$ cat config.mk
export PLATFORM = sky130hd
export DESIGN_NAME = rolling_hash_substring_search
export DESIGN_NICKNAME = d
export VERILOG_FILES = /design/src/design/rhss_pkg.sv /design/src/design/rolling_hash_substring_search.sv
export VERILOG_INCLUDE_DIRS = /design/src /design/src/design
export SDC_FILE = /design/constraint.sdc
export NUM_CORES = 2
export LEC_CHECK = 0
export BUFFER_PORTS_ARGS = -buffer_cell sky130_fd_sc_hd__buf_2
export CAP_MARGIN = 30
export CORE_MARGIN = 2
export CORE_UTILIZATION = 48
export CTS_BUF_LIST = sky130_fd_sc_hd__clkbuf_8
export DETAILED_ROUTE_END_ITERATION = 8
export SLEW_MARGIN = 10
export SYNTH_ARGS = -nofsm -noshare
export SYNTH_HDL_FRONTEND = slang
export SYNTH_SLANG_ARGS = --single-unit
$ cat constraint.sdc
create_clock -name i_clk -period 9.27 [get_ports i_clk]
set_input_delay 0.927 -clock i_clk [delete_from_list [all_inputs] [get_ports i_clk]]
set_output_delay 0.927 -clock i_clk [all_outputs]
set_load 0.01 [all_outputs]
$ cat src/design/rolling_hash_substring_search_defines.svh
// Assertion macros shared by the substring search RTL.
`ifndef ROLLING_HASH_SUBSTRING_SEARCH_DEFINES_SVH
`define ROLLING_HASH_SUBSTRING_SEARCH_DEFINES_SVH

// Same-cycle implication, checked on every clock once reset is released.
`define RHSS_ASSERT_NOW(label, ante, cons, msg) \
    label: assert property (@(posedge i_clk) disable iff (!i_rst_n) \
        (ante) |-> (cons)) else $error(msg);

// Next-cycle implication, checked on every clock once reset is released.
`define RHSS_ASSERT_NEXT(label, ante, cons, msg) \
    label: assert property (@(posedge i_clk) disable iff (!i_rst_n) \
        (ante) |=> (cons)) else $error(msg);

`endif

$ cat src/design/rhss_pkg.sv
// Types and constants for the rolling hash substring search.
package rhss_pkg;

    localparam int HASH_W = 30;
    localparam int PROD_W = 38;
    localparam int QUO_W  = 9;
    localparam int REM_W  = 32;

    localparam logic [HASH_W-1:0] HASH_MOD    = 30'd1000000007;
    localparam logic [REM_W-1:0]  HASH_MOD2   = 32'd2000000014;
    localparam logic [7:0]        HASH_BASE   = 8'd100;
    // floor(2^38 / HASH_MOD), applied to bits [37:29] of the product
    localparam logic [QUO_W-1:0]  HASH_RECIP  = 9'd274;
    localparam int                RECIP_SHIFT = 9;

    localparam int MAX_PATTERN_DEF = 32;

    typedef enum logic [3:0] {
        S_IDLE,
        S_MUL,
        S_QEST,
        S_REM,
        S_FIX,
        S_DIFF,
        S_CMP_RD,
        S_CMP,
        S_EMIT
    } t_state;

    typedef enum logic [1:0] {
        J_PHASH,
        J_TPOW,
        J_ROLLSUB,
        J_WFOLD
    } t_job;

    typedef enum logic [1:0] {
        ST_OK       = 2'd0,
        ST_SHORT    = 2'd1,
        ST_OVERFLOW = 2'd2
    } t_status;

endpackage

$ cat src/design/rolling_hash_substring_search.sv
// Rabin-Karp substring search: pattern bytes (i_action = 0) are stored and hashed as
// h*100+c mod 1000000007; text bytes (i_action = 1) roll a window hash over a ring of
// pattern-length entries, and each hash hit is confirmed byte by byte against the stored
// pattern. The last text byte yields one beat with o_found and o_status (0 ok, 1 text
// shorter than pattern, 2 pattern over MAX_PATTERN) and returns the block to its reset
// state. Pace is set by one shared modular reduction unit (multiply, quotient estimate,
// subtract, correct), and o_stall holds off the next byte until the last is through: a
// pattern byte takes one reduction (a second from the second byte on, which also
// advances the top power), a text byte one while the window fills and a second, for the
// dropped byte, once it slides; a hash hit adds a compare walk over the two memories (it
// stops at the first differing byte), and the last text byte then posts its result,
// waiting while the previous result is still held by the receiver. Bytes arriving after
// an overflow or before any pattern byte skip the unit. No clearing pass after reset.
`include "rolling_hash_substring_search_defines.svh"

module rolling_hash_substring_search #(
    parameter int MAX_PATTERN = rhss_pkg::MAX_PATTERN_DEF
) (
    input  logic       i_clk,
    input  logic       i_rst_n,
    input  logic       i_valid,
    output logic       o_stall,
    input  logic       i_action,
    input  logic [7:0] i_char_value,
    input  logic       i_last,
    output logic       o_valid,
    input  logic       i_stall,
    output logic       o_found,
    output logic [1:0] o_status
);
    import rhss_pkg::*;

    localparam int LW = $clog2(MAX_PATTERN + 1);
    localparam int AW = (MAX_PATTERN > 1) ? $clog2(MAX_PATTERN) : 1;

    // pattern store and window ring
    logic [7:0] pstore [MAX_PATTERN];
    logic [7:0] ring   [MAX_PATTERN];

    t_state            r_state, n_state;
    t_job              r_job, n_job;
    logic [LW-1:0]     r_len, n_len;
    logic [LW-1:0]     r_cnt, n_cnt;
    logic [AW-1:0]     r_rp, n_rp;
    logic [HASH_W-1:0] r_ph, n_ph;
    logic [HASH_W-1:0] r_wh, n_wh;
    logic [HASH_W-1:0] r_tp, n_tp;
    logic              r_found, n_found;
    logic              r_ovf, n_ovf;
    logic              r_closed, n_closed;
    logic              r_tp_pend, n_tp_pend;
    logic              r_last, n_last;
    logic              r_out_valid, n_out_valid;

    logic [7:0]        r_c, n_c;
    logic [PROD_W-1:0] r_x, n_x;
    logic [QUO_W-1:0]  r_q, n_q;
    logic [REM_W-1:0]  r_rem, n_rem;
    logic [HASH_W-1:0] r_sub, n_sub;
    logic [HASH_W-1:0] r_opa, n_opa;
    logic [AW-1:0]     r_j, n_j;
    logic [AW-1:0]     r_vp, n_vp;
    logic              r_out_found, n_out_found;
    t_status           r_out_status, n_out_status;
    logic [7:0]        r_rq;
    logic [7:0]        r_pq;

    logic              accept;
    logic              emit_go;
    logic              pstore_we;
    logic              ring_we;
    logic              ring_re;
    logic [AW-1:0]     ring_ra;
    logic [HASH_W-1:0] mul_a;
    logic [7:0]        mul_b;
    logic [7:0]        mul_c;
    logic [REM_W-1:0]  rem_m1;
    logic [REM_W-1:0]  rem_m2;
    logic [HASH_W-1:0] fix_res;
    logic [HASH_W:0]   diff_hi;
    logic [HASH_W-1:0] diff_res;
    logic [PROD_W:0]   qm;

    function automatic logic [AW-1:0] next_slot(input logic [AW-1:0] p,
                                                input logic [LW-1:0] len);
        logic [LW:0] inc;
        inc = (LW+1)'(p) + 1'b1;
        return (inc >= (LW+1)'(len)) ? '0 : inc[AW-1:0];
    endfunction

    assign o_stall  = (r_state != S_IDLE);
    assign accept   = i_valid && !o_stall;
    assign emit_go  = !r_out_valid || !i_stall;
    assign o_valid  = r_out_valid;
    assign o_found  = r_out_found;
    assign o_status = r_out_status;

    // operand select for the shared multiply
    always_comb begin
        unique case (r_job)
            J_PHASH: begin
                mul_a = r_ph;
                mul_b = HASH_BASE;
                mul_c = r_c;
            end
            J_TPOW: begin
                mul_a = r_tp;
                mul_b = HASH_BASE;
                mul_c = '0;
            end
            J_ROLLSUB: begin
                mul_a = r_tp;
                mul_b = r_rq;
                mul_c = '0;
            end
            J_WFOLD: begin
                mul_a = r_opa;
                mul_b = HASH_BASE;
                mul_c = r_c;
            end
            default: begin
                mul_a = r_opa;
                mul_b = HASH_BASE;
                mul_c = r_c;
            end
        endcase
    end

    // final correction: the quotient estimate runs at most two low
    assign rem_m1  = r_rem - REM_W'(HASH_MOD);
    assign rem_m2  = r_rem - HASH_MOD2;
    assign fix_res = (r_rem >= HASH_MOD2)       ? rem_m2[HASH_W-1:0] :
                     (r_rem >= REM_W'(HASH_MOD)) ? rem_m1[HASH_W-1:0] :
                                                   r_rem[HASH_W-1:0];

    assign qm       = (PROD_W+1)'(r_q) * (PROD_W+1)'(HASH_MOD);
    assign diff_hi  = (HASH_W+1)'(r_wh) + (HASH_W+1)'(HASH_MOD) - (HASH_W+1)'(r_sub);
    assign diff_res = (r_wh >= r_sub) ? (r_wh - r_sub) : diff_hi[HASH_W-1:0];

    always_comb begin
        n_state      = r_state;
        n_job        = r_job;
        n_len        = r_len;
        n_cnt        = r_cnt;
        n_rp         = r_rp;
        n_ph         = r_ph;
        n_wh         = r_wh;
        n_tp         = r_tp;
        n_found      = r_found;
        n_ovf        = r_ovf;
        n_closed     = r_closed;
        n_tp_pend    = r_tp_pend;
        n_last       = r_last;
        n_c          = r_c;
        n_x          = r_x;
        n_q          = r_q;
        n_rem        = r_rem;
        n_sub        = r_sub;
        n_opa        = r_opa;
        n_j          = r_j;
        n_vp         = r_vp;
        n_out_found  = r_out_found;
        n_out_status = r_out_status;
        n_out_valid  = (r_out_valid && !i_stall) ? 1'b0 : r_out_valid;
        pstore_we    = 1'b0;
        ring_we      = 1'b0;
        ring_re      = 1'b0;
        ring_ra      = r_vp;

        unique case (r_state)
            S_IDLE: begin
                ring_ra = r_rp;
                if (accept) begin
                    n_c    = i_char_value;
                    n_last = i_last;
                    if (!i_action) begin
                        if (!r_closed) begin
                            n_closed = i_last;
                            if (r_len == LW'(MAX_PATTERN)) begin
                                n_ovf = 1'b1;
                            end else begin
                                pstore_we = 1'b1;
                                n_len     = r_len + 1'b1;
                                n_tp_pend = (r_len != '0);
                                n_job     = J_PHASH;
                                n_state   = S_MUL;
                            end
                        end
                    end else begin
                        n_closed = 1'b1;
                        if (r_ovf || r_len == '0) begin
                            if (!r_ovf) begin
                                n_found = 1'b1;
                            end
                            n_state = i_last ? S_EMIT : S_IDLE;
                        end else begin
                            // read the oldest byte, then overwrite it
                            ring_re = 1'b1;
                            ring_we = 1'b1;
                            n_rp    = next_slot(r_rp, r_len);
                            n_state = S_MUL;
                            if (r_cnt == r_len) begin
                                n_job = J_ROLLSUB;
                            end else begin
                                n_cnt = r_cnt + 1'b1;
                                n_opa = r_wh;
                                n_job = J_WFOLD;
                            end
                        end
                    end
                end
            end
            S_MUL: begin
                n_x     = PROD_W'(mul_a) * PROD_W'(mul_b) + PROD_W'(mul_c);
                n_state = S_QEST;
            end
            S_QEST: begin
                n_q = QUO_W'(((2*QUO_W)'(r_x[PROD_W-1:PROD_W-QUO_W]) *
                              (2*QUO_W)'(HASH_RECIP)) >> RECIP_SHIFT);
                n_state = S_REM;
            end
            S_REM: begin
                n_rem   = REM_W'((PROD_W+1)'(r_x) - qm);
                n_state = S_FIX;
            end
            S_FIX: begin
                unique case (r_job)
                    J_PHASH: begin
                        n_ph = fix_res;
                        if (r_tp_pend) begin
                            n_job   = J_TPOW;
                            n_state = S_MUL;
                        end else begin
                            n_state = S_IDLE;
                        end
                    end
                    J_TPOW: begin
                        n_tp    = fix_res;
                        n_state = S_IDLE;
                    end
                    J_ROLLSUB: begin
                        n_sub   = fix_res;
                        n_state = S_DIFF;
                    end
                    J_WFOLD: begin
                        n_wh = fix_res;
                        if (r_cnt == r_len && fix_res == r_ph) begin
                            n_j     = '0;
                            n_vp    = r_rp;
                            n_state = S_CMP_RD;
                        end else begin
                            n_state = r_last ? S_EMIT : S_IDLE;
                        end
                    end
                    default: begin
                        n_state = S_IDLE;
                    end
                endcase
            end
            S_DIFF: begin
                n_opa   = diff_res;
                n_job   = J_WFOLD;
                n_state = S_MUL;
            end
            S_CMP_RD: begin
                ring_re = 1'b1;
                n_state = S_CMP;
            end
            S_CMP: begin
                // walk the window oldest first against the pattern
                if (r_rq != r_pq) begin
                    n_state = r_last ? S_EMIT : S_IDLE;
                end else if ((LW+1)'(r_j) + 1'b1 == (LW+1)'(r_len)) begin
                    n_found = 1'b1;
                    n_state = r_last ? S_EMIT : S_IDLE;
                end else begin
                    n_j     = r_j + 1'b1;
                    n_vp    = next_slot(r_vp, r_len);
                    n_state = S_CMP_RD;
                end
            end
            S_EMIT: begin
                if (emit_go) begin
                    n_out_valid = 1'b1;
                    if (r_ovf) begin
                        n_out_found  = 1'b0;
                        n_out_status = ST_OVERFLOW;
                    end else if (r_cnt < r_len) begin
                        n_out_found  = 1'b0;
                        n_out_status = ST_SHORT;
                    end else begin
                        n_out_found  = r_found;
                        n_out_status = ST_OK;
                    end
                    n_len     = '0;
                    n_cnt     = '0;
                    n_rp      = '0;
                    n_ph      = '0;
                    n_wh      = '0;
                    n_tp      = HASH_W'(1);
                    n_found   = 1'b0;
                    n_ovf     = 1'b0;
                    n_closed  = 1'b0;
                    n_tp_pend = 1'b0;
                    n_state   = S_IDLE;
                end
            end
            default: begin
                n_state = S_IDLE;
            end
        endcase
    end

    always_ff @(posedge i_clk) begin
        if (!i_rst_n) begin
            r_state     <= S_IDLE;
            r_job       <= J_PHASH;
            r_len       <= '0;
            r_cnt       <= '0;
            r_rp        <= '0;
            r_ph        <= '0;
            r_wh        <= '0;
            r_tp        <= HASH_W'(1);
            r_found     <= 1'b0;
            r_ovf       <= 1'b0;
            r_closed    <= 1'b0;
            r_tp_pend   <= 1'b0;
            r_last      <= 1'b0;
            r_out_valid <= 1'b0;
            r_j         <= '0;
            r_vp        <= '0;
        end else begin
            r_state     <= n_state;
            r_job       <= n_job;
            r_len       <= n_len;
            r_cnt       <= n_cnt;
            r_rp        <= n_rp;
            r_ph        <= n_ph;
            r_wh        <= n_wh;
            r_tp        <= n_tp;
            r_found     <= n_found;
            r_ovf       <= n_ovf;
            r_closed    <= n_closed;
            r_tp_pend   <= n_tp_pend;
            r_last      <= n_last;
            r_out_valid <= n_out_valid;
            r_j         <= n_j;
            r_vp        <= n_vp;
        end
    end

    always_ff @(posedge i_clk) begin
        r_c          <= n_c;
        r_x          <= n_x;
        r_q          <= n_q;
        r_rem        <= n_rem;
        r_sub        <= n_sub;
        r_opa        <= n_opa;
        r_out_found  <= n_out_found;
        r_out_status <= n_out_status;
    end

    always_ff @(posedge i_clk) begin
        if (pstore_we) begin
            pstore[r_len[AW-1:0]] <= i_char_value;
        end
        if (r_state == S_CMP_RD) begin
            r_pq <= pstore[r_j];
        end
    end

    // read-first: the roll sees the byte being replaced
    always_ff @(posedge i_clk) begin
        if (ring_we) begin
            ring[r_rp] <= i_char_value;
        end
        if (ring_re) begin
            r_rq <= ring[ring_ra];
        end
    end

    `RHSS_ASSERT_NOW(a_hash_range, 1'b1,
        r_ph < HASH_MOD && r_wh < HASH_MOD && r_tp < HASH_MOD,
        "hash register out of modular range")
    `RHSS_ASSERT_NOW(a_window_bounds, 1'b1,
        r_cnt <= r_len && (r_len == '0 || (LW+1)'(r_rp) < (LW+1)'(r_len)),
        "window count or ring pointer past pattern length")
    `RHSS_ASSERT_NOW(a_overflow_full, r_ovf, r_len == LW'(MAX_PATTERN),
        "overflow flagged with room left in the pattern store")
    `RHSS_ASSERT_NOW(a_found_closed, r_found, r_closed,
        "match flagged before the pattern was closed")
    `RHSS_ASSERT_NEXT(a_emit_clears, r_state == S_EMIT && emit_go,
        o_valid && r_len == '0 && !r_found && !r_closed && !r_ovf,
        "result posted without clearing the search state")

endmodule

# Word level (Yosys, flattened, before mapping)

Memory sizes are Yosys's and may differ from the RTL's. A register that Yosys moved wholly into a read port is not among the register bits.
Cells that the tools add are included.
Widths: inputs -> output; s select.

Add/subtract/negate cells: 13
$mul: 3
Magnitude comparators: 6
Equal/unequal tests: 38
Muxes and demuxes: 111
Reductions and logical operators: 39

Operator list:

| kind                   | count |
|---|---|
| $mux 30                | 12 |
| $pmux 30 s2            | 4 |
| $pmux 30 s3            | 1 |
| $mux 5                 | 15 |
| $sub 30x30->30         | 2 |
| $sub 30x30->30 const B | 2 |
| $mux 6                 | 9 |
| $mux 4                 | 11 |
| $add 38x8->38          | 1 |
| $mul 30x8->38          | 1 |
| $mux 1                 | 37 |
| $pmux 4 s9             | 1 |
| $ne 2x2->1 const B     | 17 |
| $ge 32x30->1 const B   | 1 |
| $ge 32x31->1 const B   | 1 |
| $mul 9x30->32 const B  | 1 |
| $pmux 8 s2             | 2 |
| $sub 32x32->32         | 1 |
| $add 30x30->30 const B | 1 |
| $eq 30x30->1           | 1 |
| $ge 30x30->1           | 1 |
| $pmux 5 s2             | 3 |
| $pmux 6 s2             | 2 |
| $add 5x1->6 const B    | 3 |
| other kinds (40)       | 80 |

Flip-flop bits (word level): 279
RAM bits: 512
Input bits: 14
Logic and storage cells: 236
Memories: 2

Memory list:

| name   | depth | width | rd ports | clocked after memory_dff | write ports | line                                | source |
|---|---|---|---|---|---|---|---|
| pstore | 32    | 8     | 1        | 1                        | 1           | rolling_hash_substring_search.sv:37 | `logic [7:0] pstore [MAX_PATTERN];` |
| ring   | 32    | 8     | 1        | 1                        | 1           | rolling_hash_substring_search.sv:38 | `logic [7:0] ring [MAX_PATTERN];` |

# Logic depth before layout (Yosys ltp)

Depth in word-level cells: 8
Depth in mapped cells: 28
Depth with buffers taken out: 26

# Worst setup path after synthesis

Ideal clock, no wire load.

Path kind: register to register
Start point: register r_job[0]
End point: register r_x[35] (data pin)
Arrival: 6411 ps
Required time: 9012 ps
Slack: 2602 ps
Cell stages (with the launch flop): 27
Path buffers: 2
Clock period less this slack: 6668 ps
Cells stage by stage: dfxtp_1 inv_1 ha_1 clkbuf_1 clkbuf_1 a22oi_1 o21ai_0 nand2_1 fa_1 inv_1 fa_1 fa_1 inv_1 fa_1 inv_1 ha_1 o21a_1 o21ai_0 nor2_1 a211oi_1 o221ai_1 a21bo_2 a21o_1 a21o_1 a41oi_1 nor2b_1 xnor2_1

Longest elaborated chain between the ends: 5
Elaborated cells between the ends (all ways): 12

Ends and longest elaborated chain:

| item                                                                | line                                 | source |
|---|---|---|
| start, declared                                                     | rolling_hash_substring_search.sv:41  | `t_job r_job, n_job;` |
| start signal, assigned                                              | rolling_hash_substring_search.sv:334 | `r_job <= n_job;` |
| $eq 2x2->1, or another cell as far along                            | rolling_hash_substring_search.sv:100 | `unique case (r_job)` |
| $reduce_or 3->1 (no line) / $reduce_or 2->1 (equally long branches) | n/a                                  |  |
| $pmux 8 s2 / $pmux 30 s3 (equally long branches)                    | rolling_hash_substring_search.sv:100 |  |
| $mul 30x8->38                                                       | rolling_hash_substring_search.sv:214 | `n_x = PROD_W'(mul_a) * PROD_W'(mul_b) + PROD_W'(mul_c);` |
| $add 38x8->38 (*)                                                   | rolling_hash_substring_search.sv:214 |  |
| end signal, assigned                                                | rolling_hash_substring_search.sv:354 | `r_x <= n_x;` |
| end, declared                                                       | rolling_hash_substring_search.sv:56  | `logic [PROD_W-1:0] r_x, n_x;` |

Every way passes the cells marked *; elsewhere a longest branch is shown, timed or not.
A chain may end at the register's enable or synchronous reset.

# Worst setup path after layout

Same ends and word-level chain as after synthesis.

==> results.sh <==
export IMPL_gp_congestion=0.972
export IMPL_clock_fmax_ghz=0.134
export IMPL_port_buffers=18
export IMPL_ant_nets=0
export IMPL_cts_tree="yes"
export IMPL_setup_tns_ns=0
export IMPL_rsz0062_at_grt="no"
export IMPL_instances_no_fill=6064
export IMPL_ys_ff_latch=807
export IMPL_finalHoldViolCount=0
export IMPL_peakVddDrop_v=0.000404
export IMPL_root_buffer="clkbuf_8"
export IMPL_yosys_area_top_type_share_pct=39.6
export IMPL_avgSynthCellArea_sq_um=11.4
export IMPL_syn_to_final_growth_pct=8.55
export IMPL_grt_pass1_wl_um=206000
export IMPL_drt_iter0_markers=2802
export IMPL_n_fill_cell=9469
export IMPL_overflow=0
export IMPL_cp_start_kind="flop"
export IMPL_vias_per_cell=5.68
export IMPL_slowest_delay_ns=0.83
export IMPL_synthFlopType="edfxtp_1"
export IMPL_die_w_um=331
export IMPL_ys_seq_area_share_pct=44.6
export IMPL_final_util_pct=52.4
export IMPL_place_hpwl_um=96400
export IMPL_cp_top_family="compound AO/OA/AOI/OAI gates"
export IMPL_layout_setup_ws_ns=1.78
export IMPL_io_pins=19
export IMPL_drive_gt1_share_pct=10.3
export IMPL_wl_um=133000
export IMPL_synth_cells=4525
export IMPL_dp_cells=5812
export IMPL_cts_sinks=807
export IMPL_cts_hold_buf=0
export IMPL_synth_area_sq_um=51400
export IMPL_hold_path_class="input port to flop"
export IMPL_vias=34442
export IMPL_rows=120
export IMPL_dieArea_sq_um=110000
export IMPL_initial_core_util_pct=48.2
export IMPL_synthTopCellsByCount="edfxtp_1, inv_1, nand2_1"
export IMPL_syn_nets=5126
export IMPL_ys_types=95
export IMPL_slew_violations=0
export IMPL_finalSetupViolations=0
export IMPL_cts_resized=0
export IMPL_slew_headroom_pct=32.4
export IMPL_synth_most_common_cell="edfxtp_1"
export IMPL_grt_pass1_vias=34476
export IMPL_cts_buffer_depth=3
export IMPL_grt_start_max_net_pins=81
export IMPL_clkTransAtPathRegs_ns=0.06
export IMPL_synth_area_leader_cell="edfxtp_1"
export IMPL_cp_max_fo=38
export IMPL_fp_dieH_um=331
export IMPL_htreeDepth=4
export IMPL_coreArea_sq_um=107000
export IMPL_worstPathArrival_ns=8.06
export IMPL_post_cts_buffers=0
export IMPL_grtUsageTotal_pct=24.3
export IMPL_dr_pass1_iters=6
export IMPL_status="complete, no violations"
export IMPL_post_drt_wl_per_cell_um=21.9
export IMPL_synth_async_reset_ratio_pct=0
export IMPL_p_leak_nw=21.8
export IMPL_power_per_cell_area_nw_per_um2=282
export IMPL_cts_made_buffers=135
export IMPL_cap_violations=0
export IMPL_dp_slack_ns=1.82
export IMPL_path_common_cell="inv_1"
export IMPL_critPathSlowestCell="ha_2"
export IMPL_min_period_over_period_pct=80.8
export IMPL_finalCriticalPeriod_ns=7.49
export IMPL_antenna_found_initial=2
export IMPL_clkLatencyLatePin_ns=0.83
export IMPL_max_slew_worst_pin_slew_ns=1.01
export IMPL_synth_edff_count=678
export IMPL_drc=0
export IMPL_ys_warn_count=0
export IMPL_worst_path_buf_inv=4
export IMPL_nNetsFinal=5150
export IMPL_worstSetupPathType="flop to flop"
export IMPL_synth_area_leaders="edfxtp_1, fa_1, ha_1"
export IMPL_end_kind="flop"
export IMPL_clock_skew_final_ns=0.0446
export IMPL_required_ns=9.84
## power by group
group / internal (W) / leakage [nW] / switching [W]
registers: 0.00451 / 7.18 / 0.000216
logic: 0.00309 / 13.1 / 0.00473
clock network: 0.00167 / 1.53 / 0.00150
total: 0.00927 / 21.8 / 0.00645
## sequential cells by signal, summed over array words and instances, names as in the netlist, 9 cells and up
register and cells:
r_tp 30, r_wh 30, r_ph 30, r_sub 30, r_rem 32, ring 256
r_q 9, pstore 256, r_opa 30, r_x 38
## cells by family (layout without fill, tap and decap cells)
family | Yosys count | after routing | share of synthesized area (%)
AND/OR/NAND/NOR | 1299 | 1299 | 11.6
flip-flops | 807 | 807 | 44.6
AO/OA/AOI/OAI | 744 | 744 | 9.47
buffers and inverters | 699 | 834 | 5.22
adder cells (fa/ha/maj) | 587 | 587 | 18.3
XOR/XNOR | 205 | 205 | 3.68
multiplexers | 184 | 184 | 7.12
other | 0 | 1 | 0
## worst reg2reg max path, cell delays in order (launching register included)
cell and delay, ns:
dfxtp_1 0.39, inv_1 0.13, ha_2 0.83, a22oi_1 0.25, o21ai_0 0.56, nand2_1 0.17
fa_1 0.52, inv_1 0.04, ha_1 0.26, ha_1 0.28, inv_1 0.05, fa_1 0.48
inv_1 0.04, ha_1 0.21, fa_1 0.45, a21o_1 0.19, a21oi_1 0.25, o21ai_0 0.16
a211oi_1 0.46, o221ai_1 0.29, a21bo_2 0.31, a21o_1 0.23, a21o_1 0.19, a41oi_1 0.23
nor2b_1 0.18, xnor2_1 0.07
## layout make-up
cell class,instances,area (sq um),area share [%]
Timing Repair Buffer,69,579,1.04
Clock buffer,145,2000,3.57
Multi-Input combinational cell,3019,25900,46.4
Inverter,517,1940,3.48
Antenna cell,1,2.50,0.00448
Tap cell,1403,1760,3.14
Clock inverter,103,697,1.25
Sequential cell,807,22900,41.1
## layout by cell type (no fill, tap or decap), drive strengths merged, types with 11 or more instances in the layout
cell type,instances
a211oi,20
a21boi,62
a21o,43
a21oi,160
a22oi,41
a31oi,31
and2,69
and3,20
buf,69
clkbuf,145
clkinv,44
dfxtp,129
edfxtp,678
fa,276
ha,311
inv,568
mux2,13
mux2i,27
mux4,144
nand2,445
nand2b,46
nand3,97
nand3b,12
nand4,26
nor2,407
nor2b,39
nor3,45
nor3b,11
nor4,17
o211ai,22
o21a,34
o21ai,188
o21bai,14
o31ai,15
or2,29
or3,14
xnor2,127
xor2,71
## per-stage QoR
step | hold slack [ns] | instance area (sq um) | total power, W
2_1_floorplan | 0.429 | 51400 | 0.0103
3_3_place_gp | 0.450 | 53000 | 0.0127
3_5_place_dp | 0.455 | 53100 | 0.0127
4_1_cts | 0.355 | 55800 | 0.0159
5_1_grt | 0.414 | 55800 | 0.0169
6_report | 0.432 | 55800 | 0.0157
## routing by layer
metal  vias up  wire, um  global-route usage, %
met5         -         0                      0
met3       219      7670                   3.51
met4         0      3350                   6.96
met2      1043     64300                   40.6
li1      15947         -                      -
met1     17233     57400                   33.3
## final timing paths
check / slack, ns / end / startpoint / cells past startpoint
max: 1.78 / r_x[35] / r_job[0] / 25
min: 0.43 / r_last / i_last / 3
max reg2reg: 1.78 / r_x[35] / r_job[0] / 25
min reg2reg: 0.46 / r_found / r_found / 2
Power figures use the tool's default switching activity.
